### config.mk
export PLATFORM = sky130hd
export DESIGN_NAME = multi_width_crc_engine
export DESIGN_NICKNAME = d
export VERILOG_FILES = /design/src/hdl/mwcrc_pkg.sv /design/src/hdl/mwcrc_apb.sv /design/src/hdl/mwcrc_core.sv /design/src/hdl/mwcrc_out.sv /design/src/hdl/multi_width_crc_engine.sv
export SDC_FILE = /design/constraint.sdc
export NUM_CORES = 1
export LEC_CHECK = 0
export ABC_AREA = 1
export BUFFER_PORTS_ARGS = -buffer_cell sky130_fd_sc_hd__buf_2
export CAP_MARGIN = 40
export CORE_ASPECT_RATIO = 1.25
export CORE_MARGIN = 2
export CORE_UTILIZATION = 35
export DETAILED_ROUTE_END_ITERATION = 7
export PLACE_DENSITY = 0.59
export SYNTH_ARGS = -nofsm -noshare
export SYNTH_HDL_FRONTEND = slang
export SYNTH_SLANG_ARGS = --single-unit
### constraint.sdc
create_clock -name i_clk -period 5.75 [get_ports i_clk]
set_input_delay 0.2875 -clock i_clk [delete_from_list [all_inputs] [get_ports i_clk]]
set_output_delay 0.2875 -clock i_clk [all_outputs]
set_load 0.01 [all_outputs]
### src/hdl/mwcrc_pkg.sv
// ----------------------------------------------------------------------------
// mwcrc_pkg: shared types, constants and the CRC byte step
// Kind codes, polynomials and the one-byte MSB-first update used by the core.
// ----------------------------------------------------------------------------
package mwcrc_pkg;

    localparam logic [1:0] KIND_CRC8  = 2'd0;
    localparam logic [1:0] KIND_CRC16 = 2'd1;
    localparam logic [1:0] KIND_CRC24 = 2'd2;
    localparam logic [1:0] KIND_CRC32 = 2'd3;

    localparam logic [31:0] POLY_CRC8  = 32'h0000_0007;
    localparam logic [31:0] POLY_CRC16 = 32'h0000_1021;
    localparam logic [31:0] POLY_CRC24 = 32'h0086_4CFB;
    localparam logic [31:0] POLY_CRC32 = 32'h04C1_1DB7;
    localparam logic [31:0] ALL_ONES   = 32'hFFFF_FFFF;

    // register map: byte address 4*i
    localparam int          ADDR_W       = 3;
    localparam logic        REG_CRC_KIND = 1'b0;

    typedef struct packed {
        logic        load;
        logic [31:0] crc;
    } t_result;

    function automatic logic [31:0] width_mask(input logic [1:0] kind);
        logic [31:0] m;
        case (kind)
            KIND_CRC8:  m = 32'h0000_00FF;
            KIND_CRC16: m = 32'h0000_FFFF;
            KIND_CRC24: m = 32'h00FF_FFFF;
            default:    m = 32'hFFFF_FFFF;
        endcase
        return m;
    endfunction

    function automatic logic [31:0] poly_of(input logic [1:0] kind);
        logic [31:0] p;
        case (kind)
            KIND_CRC8:  p = POLY_CRC8;
            KIND_CRC16: p = POLY_CRC16;
            KIND_CRC24: p = POLY_CRC24;
            default:    p = POLY_CRC32;
        endcase
        return p;
    endfunction

    // top bit of the selected width
    function automatic logic [31:0] top_bit(input logic [1:0] kind);
        logic [31:0] t;
        case (kind)
            KIND_CRC8:  t = 32'h0000_0080;
            KIND_CRC16: t = 32'h0000_8000;
            KIND_CRC24: t = 32'h0080_0000;
            default:    t = 32'h8000_0000;
        endcase
        return t;
    endfunction

    // byte aligned under the top of the selected width
    function automatic logic [31:0] align_byte(input logic [7:0] b, input logic [1:0] kind);
        logic [31:0] a;
        case (kind)
            KIND_CRC8:  a = {24'd0, b};
            KIND_CRC16: a = {16'd0, b, 8'd0};
            KIND_CRC24: a = {8'd0, b, 16'd0};
            default:    a = {b, 24'd0};
        endcase
        return a;
    endfunction

    // eight MSB-first shift steps; crc_in must already be masked
    function automatic logic [31:0] crc_byte(input logic [31:0] crc_in,
                                             input logic [7:0]  b,
                                             input logic [1:0]  kind);
        logic [31:0] c;
        logic [31:0] m;
        logic [31:0] p;
        logic [31:0] t;
        logic        top;
        m = width_mask(kind);
        p = poly_of(kind);
        t = top_bit(kind);
        c = crc_in ^ align_byte(b, kind);
        for (int i = 0; i < 8; i++) begin
            top = |(c & t);
            c   = (c << 1) & m;
            if (top) begin
                c = c ^ p;
            end
        end
        return c;
    endfunction

endpackage

### src/hdl/mwcrc_apb.sv
// ----------------------------------------------------------------------------
// mwcrc_apb: configuration register file
// APB write/read of the CRC kind register; pready is tied high.
// ----------------------------------------------------------------------------
module mwcrc_apb (
    input  logic                          i_clk,
    input  logic                          i_rst_n,
    input  logic                          psel,
    input  logic                          penable,
    input  logic                          pwrite,
    input  logic [mwcrc_pkg::ADDR_W-1:0]  paddr,
    input  logic [31:0]                   pwdata,
    output logic [31:0]                   prdata,
    output logic                          pready,
    output logic [1:0]                    o_kind
);

    logic [1:0] r_kind;
    logic       w_sel_kind;

    assign w_sel_kind = (paddr[2] == mwcrc_pkg::REG_CRC_KIND);

    always_ff @(posedge i_clk) begin
        if (!i_rst_n) begin
            r_kind <= mwcrc_pkg::KIND_CRC8;
        end else if (psel && penable && pwrite && w_sel_kind) begin
            r_kind <= pwdata[1:0];
        end
    end

    assign prdata = w_sel_kind ? {30'd0, r_kind} : 32'd0;
    assign pready = 1'b1;
    assign o_kind = r_kind;

endmodule

### src/hdl/mwcrc_core.sv
// ----------------------------------------------------------------------------
// mwcrc_core: input register and CRC update
// Holds one byte request, applies the byte step against the running CRC and
// hands the finished value to the output stage on the last byte.
// ----------------------------------------------------------------------------
module mwcrc_core (
    input  logic                 i_clk,
    input  logic                 i_rst_n,
    input  logic [1:0]           i_kind,
    input  logic                 i_valid,
    output logic                 o_ready,
    input  logic [7:0]           i_data,
    input  logic                 i_last,
    input  logic                 i_out_ready,
    output mwcrc_pkg::t_result   o_result
);

    logic        r_in_valid;
    logic [7:0]  r_in_data;
    logic        r_in_last;
    logic [31:0] r_running;
    logic        r_in_msg;

    logic        w_adv;
    logic [31:0] w_mask;
    logic [31:0] w_start;
    logic [31:0] w_crc;

    // a last byte waits only when the output register cannot take it
    assign w_adv   = r_in_valid && (!r_in_last || i_out_ready);
    assign o_ready = !r_in_valid || w_adv;

    assign w_mask  = mwcrc_pkg::width_mask(i_kind);
    assign w_start = r_in_msg ? (r_running & w_mask)
                   : ((i_kind == mwcrc_pkg::KIND_CRC32) ? mwcrc_pkg::ALL_ONES : 32'd0);
    assign w_crc   = mwcrc_pkg::crc_byte(w_start, r_in_data, i_kind);

    always_ff @(posedge i_clk) begin
        if (!i_rst_n) begin
            r_in_valid <= 1'b0;
        end else if (o_ready) begin
            r_in_valid <= i_valid;
        end
    end

    always_ff @(posedge i_clk) begin
        if (o_ready && i_valid) begin
            r_in_data <= i_data;
            r_in_last <= i_last;
        end
    end

    always_ff @(posedge i_clk) begin
        if (!i_rst_n) begin
            r_running <= 32'd0;
            r_in_msg  <= 1'b0;
        end else if (w_adv) begin
            if (r_in_last) begin
                r_running <= 32'd0;
                r_in_msg  <= 1'b0;
            end else begin
                r_running <= w_crc;
                r_in_msg  <= 1'b1;
            end
        end
    end

    always_comb begin
        o_result.load = w_adv && r_in_last;
        o_result.crc  = ((i_kind == mwcrc_pkg::KIND_CRC32) ? ~w_crc : w_crc) & w_mask;
    end

endmodule

### src/hdl/mwcrc_out.sv
// ----------------------------------------------------------------------------
// mwcrc_out: result register
// One-entry output register on the master stream; refills in the cycle the
// held result is taken.
// ----------------------------------------------------------------------------
module mwcrc_out (
    input  logic                 i_clk,
    input  logic                 i_rst_n,
    input  mwcrc_pkg::t_result   i_result,
    output logic                 o_can_load,
    output logic                 o_valid,
    input  logic                 i_ready,
    output logic [31:0]          o_data
);

    logic        r_valid;
    logic [31:0] r_data;

    assign o_can_load = !r_valid || i_ready;

    always_ff @(posedge i_clk) begin
        if (!i_rst_n) begin
            r_valid <= 1'b0;
        end else if (o_can_load) begin
            r_valid <= i_result.load;
        end
    end

    always_ff @(posedge i_clk) begin
        if (i_result.load) begin
            r_data <= i_result.crc;
        end
    end

    assign o_valid = r_valid;
    assign o_data  = r_data;

endmodule

### src/hdl/multi_width_crc_engine.sv
// ----------------------------------------------------------------------------
// multi_width_crc_engine: MSB-first CRC-8/16/24/32 over a byte stream
// Top level: APB configuration, byte input stream, CRC result stream.
// ----------------------------------------------------------------------------
// Usage:
//   Message bytes enter on s_axis (tdata = byte, tlast = final byte of the
//   message). Each request is taken into an input register and applied to
//   the running CRC from there, so one byte per cycle is sustained while
//   no last byte waits for the output register. On the last byte the
//   finished CRC, masked to the selected width and zero-extended, is
//   loaded into the output register and offered on m_axis. Non-last
//   bytes produce no result.
//   The APB register at address 0 selects the CRC kind (0 CRC-8, 1 CRC-16,
//   2 CRC-24, 3 CRC-32 with init and final inversion); change it only while
//   no request is in flight.
//   Reset (synchronous, active low) clears the kind to CRC-8, empties both
//   registers and rearms for a new message.
//   If m_axis stalls with a result held, non-last bytes still flow; a last
//   byte waits in the input register and s_axis_tready drops until the
//   held result is taken.
// ----------------------------------------------------------------------------
module multi_width_crc_engine (
    input  logic                          i_clk,
    input  logic                          i_rst_n,
    // APB configuration
    input  logic                          psel,
    input  logic                          penable,
    input  logic                          pwrite,
    input  logic [mwcrc_pkg::ADDR_W-1:0]  paddr,
    input  logic [31:0]                   pwdata,
    output logic [31:0]                   prdata,
    output logic                          pready,
    // byte input stream
    input  logic                          s_axis_tvalid,
    output logic                          s_axis_tready,
    input  logic [7:0]                    s_axis_tdata,   // [7:0] data_byte
    input  logic                          s_axis_tlast,   // last_byte
    // CRC result stream
    output logic                          m_axis_tvalid,
    input  logic                          m_axis_tready,
    output logic [31:0]                   m_axis_tdata    // [31:0] crc_value
);

    logic [1:0]         w_kind;
    logic               w_out_ready;
    mwcrc_pkg::t_result w_result;

    mwcrc_apb u_apb (
        .i_clk   (i_clk),
        .i_rst_n (i_rst_n),
        .psel    (psel),
        .penable (penable),
        .pwrite  (pwrite),
        .paddr   (paddr),
        .pwdata  (pwdata),
        .prdata  (prdata),
        .pready  (pready),
        .o_kind  (w_kind)
    );

    mwcrc_core u_core (
        .i_clk       (i_clk),
        .i_rst_n     (i_rst_n),
        .i_kind      (w_kind),
        .i_valid     (s_axis_tvalid),
        .o_ready     (s_axis_tready),
        .i_data      (s_axis_tdata),
        .i_last      (s_axis_tlast),
        .i_out_ready (w_out_ready),
        .o_result    (w_result)
    );

    mwcrc_out u_out (
        .i_clk      (i_clk),
        .i_rst_n    (i_rst_n),
        .i_result   (w_result),
        .o_can_load (w_out_ready),
        .o_valid    (m_axis_tvalid),
        .i_ready    (m_axis_tready),
        .o_data     (m_axis_tdata)
    );

`ifndef SYNTHESIS
    // input side only stalls behind a held, untaken result
    a_stall_cause: assert property (@(posedge i_clk) disable iff (!i_rst_n)
        !s_axis_tready |-> (m_axis_tvalid && !m_axis_tready))
        else $error("input stalled without output back-pressure");

    // a finished CRC is only handed over when the output register can hold it
    a_load_room: assert property (@(posedge i_clk) disable iff (!i_rst_n)
        w_result.load |-> w_out_ready)
        else $error("result loaded into a full output register");

    // a loaded result shows up on the output stream next cycle
    a_load_valid: assert property (@(posedge i_clk) disable iff (!i_rst_n)
        w_result.load |=> m_axis_tvalid)
        else $error("loaded result not presented");

    // upper bits beyond the CRC-8 width stay clear on a CRC-8 result
    a_width: assert property (@(posedge i_clk) disable iff (!i_rst_n)
        (w_result.load && (w_kind == mwcrc_pkg::KIND_CRC8)) |->
        (w_result.crc[31:8] == 24'd0))
        else $error("CRC-8 result has bits above its width");
`endif

endmodule

# == After elaboration in Yosys (flattened, before gate mapping) ==
# Index checks and enable logic that the tools add are counted.
# classes
eq_ne,3
reduce_logical,21
n_bitwise,29
mux,18
# ops
cell,n
$and 32x32->32,18
$mux 32,12
$pmux 32 s3,3
$reduce_or 32->1,8
$xor 32x27->32,8
$pmux 27 s3,1
$not 32->32,1
$xor 32x32->32,1
$logic_and 1x1->1,6
$eq 2x2->1 const B,2
$logic_not 1->1,3
$logic_or 1x1->1,3
$eq 2x1->1 const B,1
$logic_not 2->1,1
$mux 2,1
$mux 1,1
$not 1->1,1
# totals
output_inout_bits,67
word_cells,79
input_bits,51
reg_bits,78

# == Longest topological paths before layout ==
# depth
ltp_word,32
ltp_mapped,46
ltp_nobuf,42

# == Modules after synthesis ==
# Synthesis repeated with hierarchy kept, for this count alone.
# unflattened
hier_cells,1180
area_unflattened_um2,7830.0
# modules_own_cells
module,n_inst,area_per_inst_um2,cells_per_inst
mwcrc_core,1,6456.2,1086
mwcrc_out,1,1007.2,38
mwcrc_apb,1,366.6,56

# == Least setup slack after synthesis ==
# No wires, ideal clock.
# synth_timing
path_type,reg2reg
startpoint,reg u_apb.r_kind[1] (netlist: u_apb.o_kind[1])
endpoint,"reg u_out.r_data[26] (netlist: u_out.o_data[26]), data pin"
required_ns,5.493
setup_slack_ns,1.212
path_stages_with_launch,35
arrival_time_ns,4.281
cell_sequence,dfxtp_1 -> ha_1 -> inv_2 -> nand3_1 -> nand3_1 -> nand3_2 -> nand2_2 -> nor2_4 -> nand2_1 -> nand3_2 -> nand3_4 -> nand2_1 -> nand3_2 -> nand3_4 -> nand2_1 -> nand3_2 -> nand3_2 -> buf_6 -> nand2_1 -> nand2_1 -> nand2_1 -> nand2_1 -> nand2_1 -> nand3_2 -> nand3_4 -> nand2_2 -> nand3_4 -> nand3_2 -> nand2_1 -> nand3_1 -> buf_4 -> buf_6 -> nand4_1 -> nand2_1 -> ha_1
# synth_lines
element,line,source
start: declaration,mwcrc_apb.sv:18,logic [1:0] r_kind;
start signal: assignment,mwcrc_apb.sv:25,r_kind <= mwcrc_pkg::KIND_CRC8;
start signal: assignment,mwcrc_apb.sv:27,r_kind <= pwdata[1:0];
end signal: assignment,mwcrc_out.sv:31,r_data <= i_result.crc;
end: declaration,mwcrc_out.sv:17,logic [31:0] r_data;

==> run summary <==
The run finished with clean final reports. Class of the tightest hold or removal check: in2reg. The run gives 7669 as the total via count in the routed design. The count of fill cells added during filler insertion came out at 2307. The number of antenna violations at the first check in global routing is 0, and the share of the clock period used by the worst path is 90.76%.

The synthesized design spends more area on one cell type than any other, namely nand2_1. The count of nets left with antenna violations once routing finished came out at 0. Yosys mapped a number of flops with a built-in enable equal to 41. The top cell type by area accounts for 19.05% of the synthesized area. The adder-cell area share of the yosys netlist was 2.309%.

Clock-pin slew of the registers on the worst-case setup and hold paths: 60 ps. The hold path depth was 1. Among all stages on the critical path, the largest delay is contributed by dfxtp_2. Headroom to the max-slew limit came out at 40.68%. The net switching power was 1.967 mW.

The logs give 115.6 ps for the minimum hold slack and 0 for the residual overflow from global routing. The total clock buffers created by CTS was 9; the post-synthesis share of cell area spent on xor and xnor gates was 12.27%. VDD sags by at most 277.1 uV. The area of the mapped netlist is 7585 um2, and the number of flip-flops and latches in the synthesized netlist is 78. The number of global-route vias before repair was 6836. The most used flip-flop cell after synthesis was edfxtp_1. The shortest period the worst path allows is 5219 ps. The final hold violation count was 0; the die boundary width was 135.7 um. In this design, the stage delay of the slowest critical-path cell is 340 ps. The global-route usage over all layers came out at 21.50%. The arrival time at the worst endpoint is 5310 ps, and the number of instances in the placed design is 1448. For the post-route DRC violation count, the log shows 0. The compound-cell area share of the yosys netlist was 9.815%. In the final routed layout, each cell accounts on average for 16.97 um.

Compared with the post-synthesis result, the final layout area differs by 13.26%. The length in cells of the worst reg-to-reg path came out at 35. 118 I/O pins were placed. The first global-routing pass estimated 37.80 mm of wire. Multiplexer cells account for 0% of the synthesized area. Before antenna repair, the detailed router went through 5 iterations.

Setup repair after global routing left no endpoint under its margin. The total of endpoints with negative setup slack in the final report was 0; the post-synthesis async set-or-reset flop share was 0%. Data on the critical path is required at its endpoint by 5840 ps. Summed over all nets, the half-perimeter wirelength after detailed placement is 18.31 mm.

Fraction of final layout cells with drive strength greater than 1: 15.98%. Of the total power, the clock network draws 16.4%. The tools report the largest net degree at the start of global routing as 43. The number of warnings printed during yosys synthesis was 0. The die boundary height is 168.6 um, and the post-route clock skew is 8.380 ps. Reg-to-reg setup timing slack: 530 ps. The logs give 26.00% for the part of the Yosys area used for sequential elements and 43 for the number of distinct standard cells referenced by the synthesized netlist. In this run the worst setup path begins at u_apb.o_kind[0]. Synthesis produced a netlist whose cell count is 1137. The repair_antennas step left the layout with diodes totalling 0. The simple-gate share of the synthesized area was 38.73%; the overall power was 3.961 mW. In this run the critical register-to-register path is launched from u_apb.o_kind[0].

The largest delay contributor family on the critical path is simple AND/OR/NAND/NOR gates. The measured slew at the worst slew-check pin was 887.6 ps; the cts-stage hold buffer count was 0. Initial cell density of the core: 35.45%. The number of cell rows came out at 60. After routing, the total negative slack on setup checks comes to 0 ps.

The worst flop-to-flop path endpoint is u_out.o_data[10]. The logs give 206.9 ps for the post-place setup slack and 22870 um2 for the overall die area. The run gives 78 as the number of sinks handled by clock tree synthesis. Count of max-cap constraint violations: 0. The endpoint kind of the worst setup timing path is a flip-flop.

Among the stages of the critical path, the cell type that occurs most often is nand2_1. Across all setup checks in the final design, the least slack found is 531.2 ps. The finished layout holds 1468 standard cells, fillers aside. The finished cells cover 8591 um2. For the fmax, the log shows 191.6 MHz. The tools report the static power due to leakage as 3.943 nW. Port buffering added 54 buffers.

Counting buffers and inverters, the worst setup path is 35 cells deep. The run gives 2 as the worst-case clock buffer depth. The total area inside the core boundary comes to 21400 um2. Cell internal power was estimated by the tool at 1.994 mW. The mean instance size in the synthesized netlist was 6.671 um2.

The buffers plus inverters on the worst setup path was 3; the final layout net count was 1249. The final number of max-transition violations came out at 0. The wire length reported by the detailed router was 24.91 mm. In the post-synthesis netlist, the biggest area contributors are nand2_1 (19%), edfxtp_1 (16%), dfxtp_1 (9.8%). For this design the ratio of total power to cell area is 461.1 nW/um2. The largest fanout of any net on the critical path was 10. The utilization of the core after routing was 40.15%; the sequential cell fraction of total power was 18.4%. In this run the clock root is driven by a clkbuf_16. The deepest level of the CTS H-tree was 3; the switching portion of total power was 49.67%.

After synthesis, the largest family of logic cells by area is simple AND/OR/NAND/NOR gates. The detailed router finished its first iteration with 660 violations. The class of the most critical setup path is reg2reg. The type of origin of the critical path is a flip-flop. Of the total power, combinational logic draws 65.2%. The global placement routability congestion is 0.9415. TritonCTS built the clock tree.

The run gives 340 ps as the insertion delay of the later-clocked pin in the worst-skew pair. The run gives 8143 um2 as the cell area after placement. The critical path ends at u_out.o_data[10].

The via density per instance was 5.224.
[logic make-up after synthesis]
kind of cell	Yosys count
AOI/OAI and AO/OA	138
and+or+nand+nor	643
other	2
buffers and inverters	166
DFF	78
xor gates and xnor gates	96
adders and majority gates	14
[synth_stat cells (all sizes together), types with 2 or more instances]
library cell and count:
xnor2 26, inv 67, nand4 54, nand3 135
xor2 64, or2 3, a31oi 11, xnor3 6
a211oi 2, o21ai 61, conb 2, clkinv 2
nor2 43, dfxtp 37, clkbuf 22, o21bai 3
a21oi 51, ha 14, edfxtp 41, o211ai 4
a21o 2, nor3 9, nand3b 3, buf 75
nand2 395
[cell usage in the layout (no fill, tap or decap), types with 4 or more instances in the layout]
master / instances
a21oi_1: 51
a31oi_1: 11
buf_2: 54
buf_4: 42
buf_6: 4
clkbuf_16: 11
conb_1: 31
dfxtp_1: 35
edfxtp_1: 41
ha_1: 12
inv_1: 47
inv_2: 19
nand2_1: 383
nand2_2: 11
nand3_1: 114
nand3_2: 16
nand3_4: 6
nand4_1: 50
nand4_2: 4
nor2_1: 40
nor3_1: 9
o211ai_1: 4
o21ai_0: 45
o21ai_1: 14
xnor2_1: 26
xnor3_1: 6
xor2_1: 63
[routing by layer]
metal  wire length (um)  track usage, %
met3               1552           3.025
met1              10460           27.11
met4               1383           11.64
met2              11520           35.31
met5                  0               0
[power by group through the flow]
stage / Sequential, mW / Combinational [mW] / Clock [mW]
after floorplan: 0.742 / 1.94 / 0
after detailed placement: 0.738 / 2.49 / 0
after global routing: 0.734 / 2.86 / 0.684
after CTS: 0.727 / 2.49 / 0.658
after global placement: 0.739 / 2.44 / 0
final: 0.729 / 2.58 / 0.651
[worst min-delay path by stage]
| stage | from | endpoint | slack [ps] |
|---|---|---|---|
| floorplan | s_axis_tdata[0] | u_core.r_in_data[0] | 390 |
| global placement | u_core.r_running[1] | u_core.r_running[1] | 450 |
| detailed placement | u_core.r_running[27] | u_core.r_running[27] | 460 |
| CTS | s_axis_tdata[5] | u_core.r_in_data[5] | 110 |
| global route | s_axis_tdata[2] | u_core.r_in_data[2] | 110 |
| finish | s_axis_tdata[2] | u_core.r_in_data[2] | 120 |
[layout make-up]
cell class / count / area, um2 / area share (%)
clock buffer: 13 / 302.8 / 3.525
inverter: 69 / 261.5 / 3.044
sequential: 78 / 1974 / 22.98
tap: 279 / 349.1 / 4.064
multi-input combinational: 923 / 4974 / 57.89
timing repair buffer: 103 / 685.7 / 7.981
clock inverter: 3 / 43.79 / 0.5098
[registers in the layout, indices dropped and copies added, names as in the netlist]
signal	count
u_apb.o_kind	2
u_core.r_in_valid	1
u_core.r_in_msg	1
u_core.r_running	32
u_out.o_valid	1
u_out.o_data	32
u_core.r_in_data	8
u_core.r_in_last	1
[worst register-to-register path: cells and delay by family (launching register included)]
kind / cells / cell delay, ps
buffers and inverters: 3 / 480
AO/OA/AOI/OAI: 1 / 160
flip-flops: 1 / 340
adder cells (fa/ha/maj): 1 / 330
AND/OR/NAND/NOR: 30 / 3660
[timing repair]
item,CTS,global route
gates resized for setup,0,20
setup endpoints to repair,0,46
buffers inserted,0,3
Power figures use the tool's default switching activity.
